[config.mk]
export PLATFORM = sky130hd
export DESIGN_NAME = polyphase_interp_sample_addr_top
export DESIGN_NICKNAME = d
export VERILOG_FILES = /design/src/rtl/core/pisa_pkg.sv /design/src/rtl/core/pisa_pipe.sv /design/src/rtl/core/polyphase_interp_sample_addr_top.sv
export SDC_FILE = /design/constraint.sdc
export NUM_CORES = 2
export LEC_CHECK = 0
export BUFFER_PORTS_ARGS = -buffer_cell sky130_fd_sc_hd__buf_4
export CAP_MARGIN = 15
export CORE_ASPECT_RATIO = 0.8
export CORE_MARGIN = 8
export CORE_UTILIZATION = 60
export CTS_CLUSTER_SIZE = 40
export DETAILED_ROUTE_END_ITERATION = 8
export HOLD_SLACK_MARGIN = 0.15
export PLACE_DENSITY = 0.84
export SYNTH_ARGS = -nofsm -noshare
export SYNTH_HDL_FRONTEND = slang
export SYNTH_SLANG_ARGS = --single-unit
[constraint.sdc]
create_clock -name i_clk -period 14.95 [get_ports i_clk]
set_input_delay 0.7475 -clock i_clk [delete_from_list [all_inputs] [get_ports i_clk]]
set_output_delay 0.7475 -clock i_clk [all_outputs]
set_load 0.1 [all_outputs]
[src/rtl/core/pisa_pkg.sv]
// Shared types, field widths and constants for the polyphase sample addressing block.
// No dependencies; imported by pisa_pipe and polyphase_interp_sample_addr_top.
package pisa_pkg;

    // Field widths
    localparam int D_W     = 16;   // fine delay
    localparam int VEC_W   = 8;    // vector index
    localparam int CHAN_W  = 8;    // channel index / tag
    localparam int ADDR_W  = 20;   // fetch address
    localparam int CNT_W   = 7;    // fetch count
    localparam int PHASE_W = 4;    // tap phase
    localparam int F_W     = 5;    // upsample factor register
    localparam int LREG_W  = 13;   // record length register
    localparam int T_W     = 7;    // filter taps register

    // Factor limits
    localparam logic [F_W-1:0] F_MIN = 5'd1;
    localparam logic [F_W-1:0] F_MAX = 5'd16;

    // Reciprocal divide: q = (x * ceil(2^RECIP_SH / f)) >> RECIP_SH, exact for x < 2^16
    localparam int RECIP_SH = 20;
    localparam int RECIP_W  = 21;

    // Vector index reduction uses a 2^VDIV_SH reciprocal
    localparam int VDIV_SH  = 16;

    // Derived filter geometry widths
    localparam int FLEN_W   = 8;   // (taps / f + 1) * f <= 143
    localparam int HALF_W   = 7;

    // Configuration register map
    localparam int              CFG_AW      = 4;
    localparam int              CFG_DW      = 32;
    localparam logic [1:0]      REG_FACTOR  = 2'd0;
    localparam logic [1:0]      REG_RECORD  = 2'd1;
    localparam logic [1:0]      REG_TAPS    = 2'd2;

    localparam logic [F_W-1:0]    FACTOR_RST = 5'd4;
    localparam logic [LREG_W-1:0] RECORD_RST = 13'd4096;
    localparam logic [T_W-1:0]    TAPS_RST   = 7'd31;

    typedef struct packed {
        logic [F_W-1:0]    factor;
        logic [LREG_W-1:0] record_len;
        logic [T_W-1:0]    taps;
    } t_cfg;

    // ceil(2^20 / f) for the legal factors
    function automatic logic [RECIP_W-1:0] recip_of(input logic [F_W-1:0] f);
        logic [RECIP_W-1:0] r;
        case (f)
            5'd2:    r = 21'd524288;
            5'd3:    r = 21'd349526;
            5'd4:    r = 21'd262144;
            5'd5:    r = 21'd209716;
            5'd6:    r = 21'd174763;
            5'd7:    r = 21'd149797;
            5'd8:    r = 21'd131072;
            5'd9:    r = 21'd116509;
            5'd10:   r = 21'd104858;
            5'd11:   r = 21'd95326;
            5'd12:   r = 21'd87382;
            5'd13:   r = 21'd80660;
            5'd14:   r = 21'd74899;
            5'd15:   r = 21'd69906;
            5'd16:   r = 21'd65536;
            default: r = 21'd1048576;
        endcase
        return r;
    endfunction

endpackage

[src/rtl/core/pisa_pipe.sv]
// Five-stage datapath: coarse/fine split of the delay, edge guard tests, fetch span and address.
// Depends on pisa_pkg; configuration arrives as pisa_pkg::t_cfg from the top level.
module pisa_pipe #(
    parameter int MAX_RECORD  = 4096,
    parameter int MAX_VECTORS = 256
) (
    input  logic                         i_clk,
    input  logic                         i_rst_n,
    input  pisa_pkg::t_cfg               i_cfg,
    input  logic                         i_valid,
    output logic                         o_ready,
    input  logic [pisa_pkg::D_W-1:0]     i_fine_delay,
    input  logic [pisa_pkg::VEC_W-1:0]   i_vector_index,
    input  logic [pisa_pkg::CHAN_W-1:0]  i_channel_index,
    output logic                         o_valid,
    input  logic                         i_ready,
    output logic [pisa_pkg::CHAN_W-1:0]  o_channel_tag,
    output logic [pisa_pkg::ADDR_W-1:0]  o_fetch_address,
    output logic [pisa_pkg::CNT_W-1:0]   o_fetch_count,
    output logic [pisa_pkg::PHASE_W-1:0] o_tap_phase,
    output logic                         o_needs_interp
);
    import pisa_pkg::*;

    localparam int LEN_W  = $clog2(MAX_RECORD + 1);
    localparam int LF_W   = LEN_W + F_W;
    localparam int IDX_W  = D_W + 1;
    localparam int BASE_W = VEC_W + LEN_W;
    localparam int VR     = ((1 << VDIV_SH) + MAX_VECTORS - 1) / MAX_VECTORS;
    localparam int VP_W   = VEC_W + VDIV_SH + 1;
    localparam int MV_W   = $clog2(MAX_VECTORS + 1);
    localparam int MOD_W  = 4;

    // ---------------- configuration derived values ----------------
    logic [F_W-1:0]     w_f_eff;
    logic [LEN_W-1:0]   w_len_eff;
    logic [RECIP_W-1:0] w_recip;
    logic [T_W+RECIP_W-1:0] w_prod_a, w_prod_ch;
    logic [T_W-1:0]     w_ch_num;

    logic [F_W-1:0]     r_cf;
    logic [LEN_W-1:0]   r_clen;
    logic [RECIP_W-1:0] r_crecip;
    logic [T_W-1:0]     r_ctaps, r_ca, r_cch, r_cb;
    logic [LF_W-1:0]    r_clenf;
    logic [HALF_W-1:0]  r_chalf;

    logic [T_W+F_W-1:0]   w_af;
    logic [T_W+F_W+1:0]   w_flen;

    always_comb begin
        if (i_cfg.factor < F_MIN) begin
            w_f_eff = F_MIN;
        end else if (i_cfg.factor > F_MAX) begin
            w_f_eff = F_MAX;
        end else begin
            w_f_eff = i_cfg.factor;
        end
        if (i_cfg.record_len == '0) begin
            w_len_eff = LEN_W'(1);
        end else if (32'(i_cfg.record_len) > 32'(MAX_RECORD)) begin
            w_len_eff = LEN_W'(MAX_RECORD);
        end else begin
            w_len_eff = LEN_W'(i_cfg.record_len);
        end
    end

    assign w_recip   = recip_of(w_f_eff);
    assign w_ch_num  = T_W'(i_cfg.taps >> 1) + T_W'(w_f_eff) - T_W'(1);
    assign w_prod_a  = (T_W+RECIP_W)'(i_cfg.taps) * (T_W+RECIP_W)'(w_recip);
    assign w_prod_ch = (T_W+RECIP_W)'(w_ch_num) * (T_W+RECIP_W)'(w_recip);

    // second derived step: taps % f and the edge guard
    assign w_af   = (T_W+F_W)'(r_ca) * (T_W+F_W)'(r_cf);
    assign w_flen = (T_W+F_W+2)'((T_W+1)'(r_ca) + (T_W+1)'(1)) * (T_W+F_W+2)'(r_cf);

    always_ff @(posedge i_clk) begin
        r_cf     <= w_f_eff;
        r_clen   <= w_len_eff;
        r_crecip <= w_recip;
        r_ctaps  <= i_cfg.taps;
        r_ca     <= w_prod_a[RECIP_SH +: T_W];
        r_cch    <= w_prod_ch[RECIP_SH +: T_W];
        r_clenf  <= LF_W'(w_len_eff) * LF_W'(w_f_eff);
        r_cb     <= r_ctaps - w_af[T_W-1:0];
        r_chalf  <= w_flen[FLEN_W-1:1];
    end

    // ---------------- stage handshake ----------------
    logic r_v1, r_v2, r_v3, r_v4, r_v5;
    logic w_en1, w_en2, w_en3, w_en4, w_en5;

    assign w_en5   = !r_v5 || i_ready;
    assign w_en4   = !r_v4 || w_en5;
    assign w_en3   = !r_v3 || w_en4;
    assign w_en2   = !r_v2 || w_en3;
    assign w_en1   = !r_v1 || w_en2;
    assign o_ready = w_en1;
    assign o_valid = r_v5;

    always_ff @(posedge i_clk) begin
        if (!i_rst_n) begin
            r_v1 <= 1'b0;
            r_v2 <= 1'b0;
            r_v3 <= 1'b0;
            r_v4 <= 1'b0;
            r_v5 <= 1'b0;
        end else begin
            if (w_en1) r_v1 <= i_valid;
            if (w_en2) r_v2 <= r_v1;
            if (w_en3) r_v3 <= r_v2;
            if (w_en4) r_v4 <= r_v3;
            if (w_en5) r_v5 <= r_v4;
        end
    end

    // ---------------- stage 1: capture, vector index reduction ----------------
    logic [VP_W-1:0]       w_vprod;
    logic [VEC_W-1:0]      w_vquot;
    logic [VEC_W+MV_W-1:0] w_vback;
    logic [VEC_W-1:0]      w_vrem;

    assign w_vprod = VP_W'(i_vector_index) * VP_W'(VR);
    assign w_vquot = w_vprod[VDIV_SH +: VEC_W];
    assign w_vback = (VEC_W+MV_W)'(w_vquot) * (VEC_W+MV_W)'(MAX_VECTORS);
    assign w_vrem  = i_vector_index - w_vback[VEC_W-1:0];

    logic [D_W-1:0]    r_s1_d;
    logic [VEC_W-1:0]  r_s1_vec;
    logic [CHAN_W-1:0] r_s1_chan;

    always_ff @(posedge i_clk) begin
        if (w_en1) begin
            r_s1_d    <= i_fine_delay;
            r_s1_vec  <= w_vrem;
            r_s1_chan <= i_channel_index;
        end
    end

    // ---------------- stage 2: coarse index and record base ----------------
    logic [D_W+RECIP_W-1:0] w_qprod;
    logic [BASE_W-1:0]      w_base;

    assign w_qprod = (D_W+RECIP_W)'(r_s1_d) * (D_W+RECIP_W)'(r_crecip);
    assign w_base  = BASE_W'(r_s1_vec) * BASE_W'(r_clen);

    logic [D_W-1:0]    r_s2_d, r_s2_q;
    logic [ADDR_W-1:0] r_s2_base;
    logic [CHAN_W-1:0] r_s2_chan;

    always_ff @(posedge i_clk) begin
        if (w_en2) begin
            r_s2_d    <= r_s1_d;
            r_s2_q    <= w_qprod[RECIP_SH +: D_W];
            r_s2_base <= ADDR_W'(w_base);
            r_s2_chan <= r_s1_chan;
        end
    end

    // ---------------- stage 3: fine remainder and phase offset ----------------
    logic [D_W+F_W-1:0] w_qf;
    logic [D_W-1:0]     w_mod;

    assign w_qf  = (D_W+F_W)'(r_s2_q) * (D_W+F_W)'(r_cf);
    assign w_mod = r_s2_d - w_qf[D_W-1:0];

    logic [D_W-1:0]    r_s3_d, r_s3_q;
    logic [MOD_W-1:0]  r_s3_mod;
    logic [F_W-1:0]    r_s3_off;
    logic [ADDR_W-1:0] r_s3_base;
    logic [CHAN_W-1:0] r_s3_chan;

    always_ff @(posedge i_clk) begin
        if (w_en3) begin
            r_s3_d    <= r_s2_d;
            r_s3_q    <= r_s2_q;
            r_s3_mod  <= w_mod[MOD_W-1:0];
            r_s3_off  <= r_cf - F_W'(w_mod[MOD_W-1:0]);
            r_s3_base <= r_s2_base;
            r_s3_chan <= r_s2_chan;
        end
    end

    // ---------------- stage 4: path decision and fetch span ----------------
    logic             w_direct, w_past, w_over;
    logic [IDX_W-1:0] w_start, w_fallback;
    logic [T_W:0]     w_n;

    logic [IDX_W-1:0]   n_s4_idx;
    logic               n_s4_zero;
    logic [CNT_W-1:0]   n_s4_count;
    logic [PHASE_W-1:0] n_s4_phase;
    logic               n_s4_interp;

    assign w_direct = (r_s3_mod == '0)
                   || (32'(r_s3_d) < 32'(r_chalf))
                   || (32'(r_s3_d) + 32'(r_chalf) > 32'(r_clenf));
    assign w_past   = 32'(r_s3_q) >= 32'(r_clen);
    assign w_start  = IDX_W'(r_s3_q) + IDX_W'(1) - IDX_W'(r_cch);
    // samples = taps/f, plus one more when taps%f exceeds the phase offset
    assign w_n      = (T_W+1)'(r_ca) + (T_W+1)'(r_cb > T_W'(r_s3_off));
    assign w_over   = 32'(w_start) + 32'(w_n) >= 32'(r_clen);
    assign w_fallback = (r_s3_q == '0) ? '0 : IDX_W'(r_s3_q) - IDX_W'(1);

    always_comb begin
        n_s4_idx    = w_start;
        n_s4_zero   = 1'b0;
        n_s4_count  = CNT_W'(1);
        n_s4_phase  = '0;
        n_s4_interp = 1'b0;
        if (w_direct) begin
            // past the record: address collapses to zero
            n_s4_idx  = IDX_W'(r_s3_q);
            n_s4_zero = w_past;
        end else if (w_over) begin
            n_s4_idx  = w_fallback;
        end else begin
            n_s4_count  = CNT_W'(w_n);
            n_s4_phase  = r_s3_off[PHASE_W-1:0];
            n_s4_interp = 1'b1;
        end
    end

    logic [IDX_W-1:0]   r_s4_idx;
    logic               r_s4_zero;
    logic [CNT_W-1:0]   r_s4_count;
    logic [PHASE_W-1:0] r_s4_phase;
    logic               r_s4_interp;
    logic [ADDR_W-1:0]  r_s4_base;
    logic [CHAN_W-1:0]  r_s4_chan;

    always_ff @(posedge i_clk) begin
        if (w_en4) begin
            r_s4_idx    <= n_s4_idx;
            r_s4_zero   <= n_s4_zero;
            r_s4_count  <= n_s4_count;
            r_s4_phase  <= n_s4_phase;
            r_s4_interp <= n_s4_interp;
            r_s4_base   <= r_s3_base;
            r_s4_chan   <= r_s3_chan;
        end
    end

    // ---------------- stage 5: address add, output register ----------------
    logic [ADDR_W-1:0]  r_s5_addr;
    logic [CNT_W-1:0]   r_s5_count;
    logic [PHASE_W-1:0] r_s5_phase;
    logic               r_s5_interp;
    logic [CHAN_W-1:0]  r_s5_chan;

    always_ff @(posedge i_clk) begin
        if (w_en5) begin
            r_s5_addr   <= r_s4_zero ? '0 : r_s4_base + ADDR_W'(r_s4_idx);
            r_s5_count  <= r_s4_count;
            r_s5_phase  <= r_s4_phase;
            r_s5_interp <= r_s4_interp;
            r_s5_chan   <= r_s4_chan;
        end
    end

    assign o_channel_tag   = r_s5_chan;
    assign o_fetch_address = r_s5_addr;
    assign o_fetch_count   = r_s5_count;
    assign o_tap_phase     = r_s5_phase;
    assign o_needs_interp  = r_s5_interp;

    // ---------------- assertions ----------------
    a_direct_shape: assert property (@(posedge i_clk) disable iff (!i_rst_n)
        (r_v5 && !r_s5_interp) |-> (r_s5_count == CNT_W'(1) && r_s5_phase == '0))
        else $error("direct result without unit count and zero phase");

    a_accept_lands: assert property (@(posedge i_clk) disable iff (!i_rst_n)
        (i_valid && o_ready) |=> r_v1)
        else $error("accepted transfer did not enter stage one");

    a_stage4_holds: assert property (@(posedge i_clk) disable iff (!i_rst_n)
        (r_v4 && !w_en5 && r_v5) |=> (r_v4 && $stable(r_s4_idx) && $stable(r_s4_chan)))
        else $error("stalled stage four item changed or vanished");

    a_full_backpressure: assert property (@(posedge i_clk) disable iff (!i_rst_n)
        (r_v1 && r_v2 && r_v3 && r_v4 && r_v5 && !i_ready) |-> !o_ready)
        else $error("full pipeline still accepting while output stalled");

endmodule

[src/rtl/core/polyphase_interp_sample_addr_top.sv]
// Top level of the polyphase interpolation sample addressing block: APB register file
// and the pisa_pipe datapath. Depends on pisa_pkg and pisa_pipe.
//
// Usage:
//   Input channel (i_valid / o_ready) carries one descriptor per transfer: fine delay in
//   upsampled units, vector (scan line) index and channel index. The output channel
//   (o_valid / i_ready) returns exactly one fetch descriptor per input transfer, in order:
//   channel tag, fetch address, fetch count, tap phase and the interpolate flag.
//   Pipeline: five register stages (capture and vector index reduction, two multiplies
//   for the coarse/fine split, the guard and span decision, then the address add into
//   the output register).
//   Throughput: one transfer per cycle, sustained while the receiver does not stall.
//   Receiver stall: a full stage holds while the stage after it cannot advance; the input
//   stops taking transfers only when all five stages hold data. Nothing is dropped or repeated.
//   Reset (i_rst_n low, synchronous): all stages empty, registers return to factor 4,
//   record length 4096, 31 taps.
//   Registers: factor at 0x0, record length at 0x4, filter taps at 0x8. Write them only
//   while no transfers are in flight; derived filter geometry is registered from the derived values.
module polyphase_interp_sample_addr_top #(
    parameter int MAX_RECORD  = 4096,
    parameter int MAX_VECTORS = 256
) (
    input  logic                         i_clk,
    input  logic                         i_rst_n,
    // APB configuration port
    input  logic                         psel,
    input  logic                         penable,
    input  logic                         pwrite,
    input  logic [pisa_pkg::CFG_AW-1:0]  paddr,
    input  logic [pisa_pkg::CFG_DW-1:0]  pwdata,
    output logic [pisa_pkg::CFG_DW-1:0]  prdata,
    output logic                         pready,
    // input channel
    input  logic                         i_valid,
    output logic                         o_ready,
    input  logic [pisa_pkg::D_W-1:0]     i_fine_delay,
    input  logic [pisa_pkg::VEC_W-1:0]   i_vector_index,
    input  logic [pisa_pkg::CHAN_W-1:0]  i_channel_index,
    // output channel
    output logic                         o_valid,
    input  logic                         i_ready,
    output logic [pisa_pkg::CHAN_W-1:0]  o_channel_tag,
    output logic [pisa_pkg::ADDR_W-1:0]  o_fetch_address,
    output logic [pisa_pkg::CNT_W-1:0]   o_fetch_count,
    output logic [pisa_pkg::PHASE_W-1:0] o_tap_phase,
    output logic                         o_needs_interp
);
    import pisa_pkg::*;

    logic [F_W-1:0]    r_factor;
    logic [LREG_W-1:0] r_record;
    logic [T_W-1:0]    r_taps;
    logic              w_wr;
    logic [1:0]        w_reg;
    t_cfg              w_cfg;

    assign pready = 1'b1;
    assign w_wr   = psel && penable && pwrite && pready;
    assign w_reg  = paddr[3:2];

    always_ff @(posedge i_clk) begin
        if (!i_rst_n) begin
            r_factor <= FACTOR_RST;
            r_record <= RECORD_RST;
            r_taps   <= TAPS_RST;
        end else if (w_wr) begin
            case (w_reg)
                REG_FACTOR: r_factor <= pwdata[F_W-1:0];
                REG_RECORD: r_record <= pwdata[LREG_W-1:0];
                REG_TAPS:   r_taps   <= pwdata[T_W-1:0];
                default: ;  // unmapped: drop the write
            endcase
        end
    end

    always_comb begin
        case (w_reg)
            REG_FACTOR: prdata = CFG_DW'(r_factor);
            REG_RECORD: prdata = CFG_DW'(r_record);
            REG_TAPS:   prdata = CFG_DW'(r_taps);
            default:    prdata = '0;
        endcase
    end

    assign w_cfg.factor     = r_factor;
    assign w_cfg.record_len = r_record;
    assign w_cfg.taps       = r_taps;

    pisa_pipe #(
        .MAX_RECORD  (MAX_RECORD),
        .MAX_VECTORS (MAX_VECTORS)
    ) u_pipe (
        .i_clk           (i_clk),
        .i_rst_n         (i_rst_n),
        .i_cfg           (w_cfg),
        .i_valid         (i_valid),
        .o_ready         (o_ready),
        .i_fine_delay    (i_fine_delay),
        .i_vector_index  (i_vector_index),
        .i_channel_index (i_channel_index),
        .o_valid         (o_valid),
        .i_ready         (i_ready),
        .o_channel_tag   (o_channel_tag),
        .o_fetch_address (o_fetch_address),
        .o_fetch_count   (o_fetch_count),
        .o_tap_phase     (o_tap_phase),
        .o_needs_interp  (o_needs_interp)
    );

endmodule
======== Yosys cells after proc, flatten, opt, wreduce, memory -nomap -nowiden ========
Memories as Yosys holds them, arrays and structs flattened.
Cells that the tools add are included.
Widths: inputs -> output; s select.
word-level totals
  ROM bits ................................ 672
  latch bits .............................. 0
  logic and storage cells ................. 106
  memories ................................ 1
  register bits after elaboration ......... 381
  bits in writable memories ............... 0
  bits of input ports ..................... 75
cells by class
  multipliers ............................. 8
  equal/unequal tests ..................... 2
  bitwise gates (word level) .............. 0
  order comparisons ....................... 8
  div/mod/pow operators ................... 0
  reduce and logical (&&, ||, !) cells .... 22
  shift-type cells ........................ 0
  mux-type cells .......................... 9
  add/subtract/negate cells ............... 13
memories
  name              depth  width  rd ports  clocked after memory_dff  wr ports  line            text
  (name not given)  32     21     1         0                         0         pisa_pkg.sv:51  case (f)
operators with widths
  operator               number
  $mul 7x21->27          2
  $pmux 13 s3            1
  $mul 16x21->36         1
  $mux 17                2
  $ge 32x13->1           1
  $gt 32x18->1           1
  $mux 13                2
  $add 20x17->20         1
  $mul 8x13->20          1
  $add 17x8->18          1
  $mul 13x5->18          1
  $add 16x1->17 const B  1
  $add 16x7->17          1
  $sub 16x1->17 const B  1
  $sub 17x7->17          1
  $ge 16x13->1           1
  $logic_not 16->1       1
  $lt 16x7->1            1
  $mul 16x5->4           1
  $mux 16                1
  $mul 14x5->8           1
  $gt 13x13->1 const B   1
  $logic_not 13->1       1
  $mux 5                 2
  21 further kinds       34

======== Logic depth before layout (Yosys ltp) ========
  depth after elaboration ................. 6
  mapped depth ............................ 36

======== Cells and area by module ========
A second synthesis with hierarchy kept.
second synthesis, totals
  cell total of the unflattened synthesis .. 4,277
  area, all modules ....................... 41,486.0 um^2
by module, submodules not included
  module                            instances  area each (um^2)  seq. area each (um^2)  cells each
  pisa_pipe                         1          40,116.0          9,719.3                4,120
  polyphase_interp_sample_addr_top  1          1,370.1           500.5                  157

======== Least setup slack after synthesis ========
No wires, ideal clock.
  path type ............................... reg2reg
  start ................................... register r_factor[3]
  end ..................................... register u_pipe.r_cch[6]
  slack ................................... 7.298 ns
  arrival ................................. 7.580 ns
  library setup time ...................... 0.072 ns
  stages on the path, launching flop included .. 37
  required time ........................... 14.878 ns
  buffers on the path ..................... 4
  cells stage by stage .................... dfxtp_1 > clkbuf_1 > clkbuf_1 > nor3_1 > nor2_1 > nor2_1 > inv_1 > clkbuf_1 > ha_1 > inv_1 > ha_1 > inv_1 > fa_1 > inv_1 > a21oi_1 > o21bai_1 > xnor2_1 > clkbuf_1 > nor2_1 > fa_1 > inv_1 > fa_1 > inv_1 > fa_1 > inv_1 > fa_1 > inv_1 > ha_1 > a21o_1 > a211o_1 > o21ai_0 > nand2_1 > o311ai_0 > a21boi_0 > o21a_1 > o41ai_1 > xnor2_1
on the way
  word-level cells in the longest chain between the ends .. 6
  elaborated cells between the ends (all ways) .. 8
ends and longest elaborated chain
  item                      line                                    text
  start, declared           polyphase_interp_sample_addr_top.sv:50  logic [F_W-1:0] r_factor;
  start signal, assigned    polyphase_interp_sample_addr_top.sv:68  REG_FACTOR: r_factor <= pwdata[F_W-1:0];
  $gt 5x5->1                pisa_pipe.sv:54                         end else if (i_cfg.factor > F_MAX) begin
  $mux 5                    pisa_pipe.sv:54
  $mux 5 *                  pisa_pipe.sv:52                         if (i_cfg.factor < F_MIN) begin
  net u_pipe.w_f_eff[0]     pisa_pipe.sv:35                         logic [F_W-1:0] w_f_eff;
  $add 6x5->7               pisa_pipe.sv:69                         assign w_ch_num = T_W'(i_cfg.taps >> 1) + T_W'(w_f_eff) - T_W'(1);
  $sub 7x1->7               pisa_pipe.sv:69
  $mul 7x21->27 *           pisa_pipe.sv:71                         assign w_prod_ch = (T_W+RECIP_W)'(w_ch_num) * (T_W+RECIP_W)'(w_recip);
  net u_pipe.w_prod_ch[26]  pisa_pipe.sv:38                         logic [T_W+RECIP_W-1:0] w_prod_a, w_prod_ch;
  end signal, assigned      pisa_pipe.sv:83                         r_cch <= w_prod_ch[RECIP_SH +: T_W];
  end, declared             pisa_pipe.sv:44                         logic [T_W-1:0] r_ctaps, r_ca, r_cch, r_cb;
Mark *: on every way through the listed nets, which the timed path passes. The rest lies on a longest branch.
A chain may end at the register's enable or synchronous reset.

======== Final worst setup path ========
  start ................................... register r_factor[1]
  end ..................................... register u_pipe.r_cch[6]
The elaborated chain is that of the path after synthesis.

==> flow_metrics.env <==
export IMPL_ys_ff_latch=381
export IMPL_finalWirelength_um=100700
export IMPL_synthAdderAreaFrac=0.4006
export IMPL_synth_top_family_by_area="adder cells"
export IMPL_nFillCells=5122
export IMPL_ant_nets=0
export IMPL_synth_xor_area_frac=0.03451
export IMPL_syn_area_um2=41880
export IMPL_finalCriticalPeriod_ns=8.963
export IMPL_async_flop_share=0
export IMPL_power_leakage_uw=0.02177
export IMPL_synthFlopType="edfxtp_1"
export IMPL_io_buffers=108
export IMPL_min_from="i_vector_index[7]"
export IMPL_power_density_nw_per_um2=107.2
export IMPL_path_depth=27
export IMPL_h_tree_depth=2
export IMPL_grt_pass1_wl_um=164700
export IMPL_first_iter_violations=2721
export IMPL_internal_power_uw=2783
export IMPL_power_switching_uw=2032
export IMPL_yosysMostFrequentCell="inv_1"
export IMPL_path_max_fanout=17
export IMPL_holdWs_ns=0.3166
export IMPL_grt_overflow_total=0
export IMPL_p_sw_frac=0.4220
export IMPL_nets=5482
export IMPL_synth_mux_area_fraction=0.004959
export IMPL_synth_edf_count=259
export IMPL_cts_sinks=381
export IMPL_grt_setup_unrepaired="no"
export IMPL_drv_cap=0
export IMPL_first_global_vias=32030
export IMPL_startpoint="r_factor[1]$_SDFFE_PN0P_"
export IMPL_yosysWarningCount=0
export IMPL_critPathCaptureType="register"
export IMPL_cts_resized=0
export IMPL_yosys_area_top_type="fa_1"
export IMPL_start_kind="register"
export IMPL_synth_area_leaders="fa_1, edfxtp_1, ha_1, inv_1, dfxtp_1"
export IMPL_groute_usage_overall=0.2565
export IMPL_max_freq_mhz=111.6
export IMPL_r2r_slack_ns=5.99
export IMPL_fin_ws_ns=5.987
export IMPL_path_clk_slew_ns=0.07
export IMPL_stdcell_count=5368
export IMPL_gp_congestion=0.9399
export IMPL_dpl_worst_slack_ns=6.329
export IMPL_syn_to_final_growth_pct=7.254
export IMPL_diodes=0
export IMPL_seq_power_share=0.296
export IMPL_r2r_start="r_factor[1]$_SDFFE_PN0P_"
export IMPL_drc=0
export IMPL_vdd_drop_max_mv=0.1997
export IMPL_dieArea_um2=78560
export IMPL_initial_core_util=0.6072
export IMPL_endpoint="u_pipe.r_cch[6]$_DFF_P_"
export IMPL_postLayoutCoreUtil=0.6512
export IMPL_synth_seq_area_share=0.2440
export IMPL_skew_ns=0.03942
export IMPL_root_buffer="clkbuf_16"
export IMPL_synth_compound_area_frac=0.06842
export IMPL_synthCells=4384
export IMPL_insertion_delay_ns=0.60
export IMPL_worstPathRequired_ns=15.46
export IMPL_worstHoldPathType="in -> reg"
export IMPL_dieHeight_um=252.3
export IMPL_syn_area_per_cell_um2=9.553
export IMPL_drive_gt1_frac=0.05761
export IMPL_cts_buffer_depth=3
export IMPL_hold_buffers=0
export IMPL_vias=30540
export IMPL_path_delay_family="adder cells"
export IMPL_r2r_cells=27
export IMPL_crit_type="reg -> reg"
export IMPL_max_slew_worst_pin_slew_ns=1.260
export IMPL_finalSetupTns_ns=0
export IMPL_drtPass1Iterations=6
export IMPL_synth_top_area_share=0.2749
export IMPL_core_um2=68970
export IMPL_cts_made_buffers=41
export IMPL_cts_tree="done"
export IMPL_fp_dieW_um=311.4
export IMPL_fin_crit_sh=0.5995
export IMPL_p_comb_frac=0.480
export IMPL_synthSimpleGateAreaFrac=0.1552
export IMPL_finalHoldViolCount=0
export IMPL_cp_data_arrival_time_ns=9.47
export IMPL_routedWlPerCell_um=18.77
export IMPL_setup_violations=0
export IMPL_path_buf_inv=5
export IMPL_netlist_top_cells_count="inv_1, nand2_1, fa_1, ha_1, edfxtp_1"
export IMPL_num_rows=86
export IMPL_io_pin_count=150
export IMPL_grt_max_degree=70
export IMPL_clkPwrFrac=0.224
export IMPL_dp_hpwl_um=75840
export IMPL_cts_setup_buffers=0
export IMPL_dp_cells=5292
export IMPL_finalMaxSlewViolations=0
export IMPL_antenna_found_initial=2
export IMPL_r2r_end="u_pipe.r_cch[6]$_DFF_P_"
export IMPL_viasPerCell=5.689
export IMPL_maxSlewHeadroom=0.1597
export IMPL_status="complete, no violations"
export IMPL_max_stage_delay_ns=0.67
export IMPL_critPathSlowestCell="xor2_1"
export IMPL_synth_cell_types=75
area by class of cell:
class,instances,area (um2),share of cell area
multi-input cells,3018,27900,0.6211
flip-flops and latches,381,10220,0.2275
inverters,816,3063,0.06819
well taps,924,1156,0.02574
repair buffers,153,1149,0.02557
clock buffers,53,1132,0.02521
clock inverters,23,300.3,0.006685
sequential cells by signal, summed over array words and instances, names as in the netlist, 17 cells and up:
signal,flops
u_pipe.r_s3_base,20
u_pipe.r_clenf,18
u_pipe.r_s4_idx,17
u_pipe.o_fetch_address,20
u_pipe.r_s4_base,20
u_pipe.r_crecip,21
u_pipe.r_s2_base,20
worst reg2reg max path, delay by kind of cell (launching register included):
| kind | cells | cell delay, ns |
|---|---|---|
| buffers and inverters | 5 | 0.72 |
| adders and majority gates | 8 | 3.28 |
| DFF | 1 | 0.54 |
| AOI/OAI and AO/OA | 10 | 2.76 |
| and+or+nand+nor | 2 | 0.72 |
| xor gates and xnor gates | 2 | 0.85 |
per-layer routing:
layer,vias up,global-route usage,wire length [um]
met5,-,0,34
met4,2,0.08137,2987
met3,238,0.06120,10750
met2,1441,0.4181,46550
met1,15030,0.3396,40420
li1,13830,-,-
how the worst min path moves through the flow:
stage | end | slack, ns | depth (start not counted)
after floorplan | u_pipe.r_ctaps[6]$_DFF_P_ | 0.33 | 0
after global placement | u_pipe.o_fetch_count[6]$_DFFE_PP_ | 0.40 | 0
after detailed placement | u_pipe.o_channel_tag[7]$_DFFE_PP_ | 0.40 | 0
after CTS | u_pipe.r_s1_vec[7]$_DFFE_PP_ | 0.29 | 1
after global routing | u_pipe.r_s1_d[4]$_DFFE_PP_ | 0.29 | 1
final | u_pipe.r_s1_vec[7]$_DFFE_PP_ | 0.32 | 1
power by group through the flow:
stage / Combinational [uW] / Sequential [uW] / Clock [uW]
after global placement: 2170 / 1440 / 0
after floorplan: 1540 / 1570 / 0
after global routing: 2560 / 1440 / 1140
after detailed placement: 2260 / 1440 / 0
after CTS: 2280 / 1420 / 1090
final: 2310 / 1430 / 1080
kinds of logic (layout without fill, tap and decap cells):
kind of cell             count (synthesis)  in the layout
AND/OR/NAND/NOR                       1384           1384
buffers and inverters                 1003           1045
adder cells (fa/ha/maj)                996            996
AO/OA/AOI/OAI                          433            433
flip-flops                             381            381
XOR/XNOR                               165            165
multiplexers                            20             20
other                                    2             20
per-stage QoR:
stage                     total power, uW  area [um2]
final                                4816       44920
after global routing                 5138       44920
after CTS                            4797       44920
after detailed placement             3700       43490
after global placement               3611       43490
after floorplan                      3117       41950
cells in the final DEF, fill, tap and decap left out, types with 42 or more instances in the layout:
cell,n
a21o_1,49
a21oi_1,115
and2_1,230
buf_4,153
clkbuf_16,42
dfxtp_1,122
edfxtp_1,259
fa_1,575
ha_1,421
inv_1,811
nand2_1,636
nand2b_1,49
nand3_1,55
nor2_1,187
nor2b_1,47
nor3_1,52
o21ai_0,71
xnor2_1,111
xor2_1,54
Note: power is estimated with default switching activity, not from simulation.
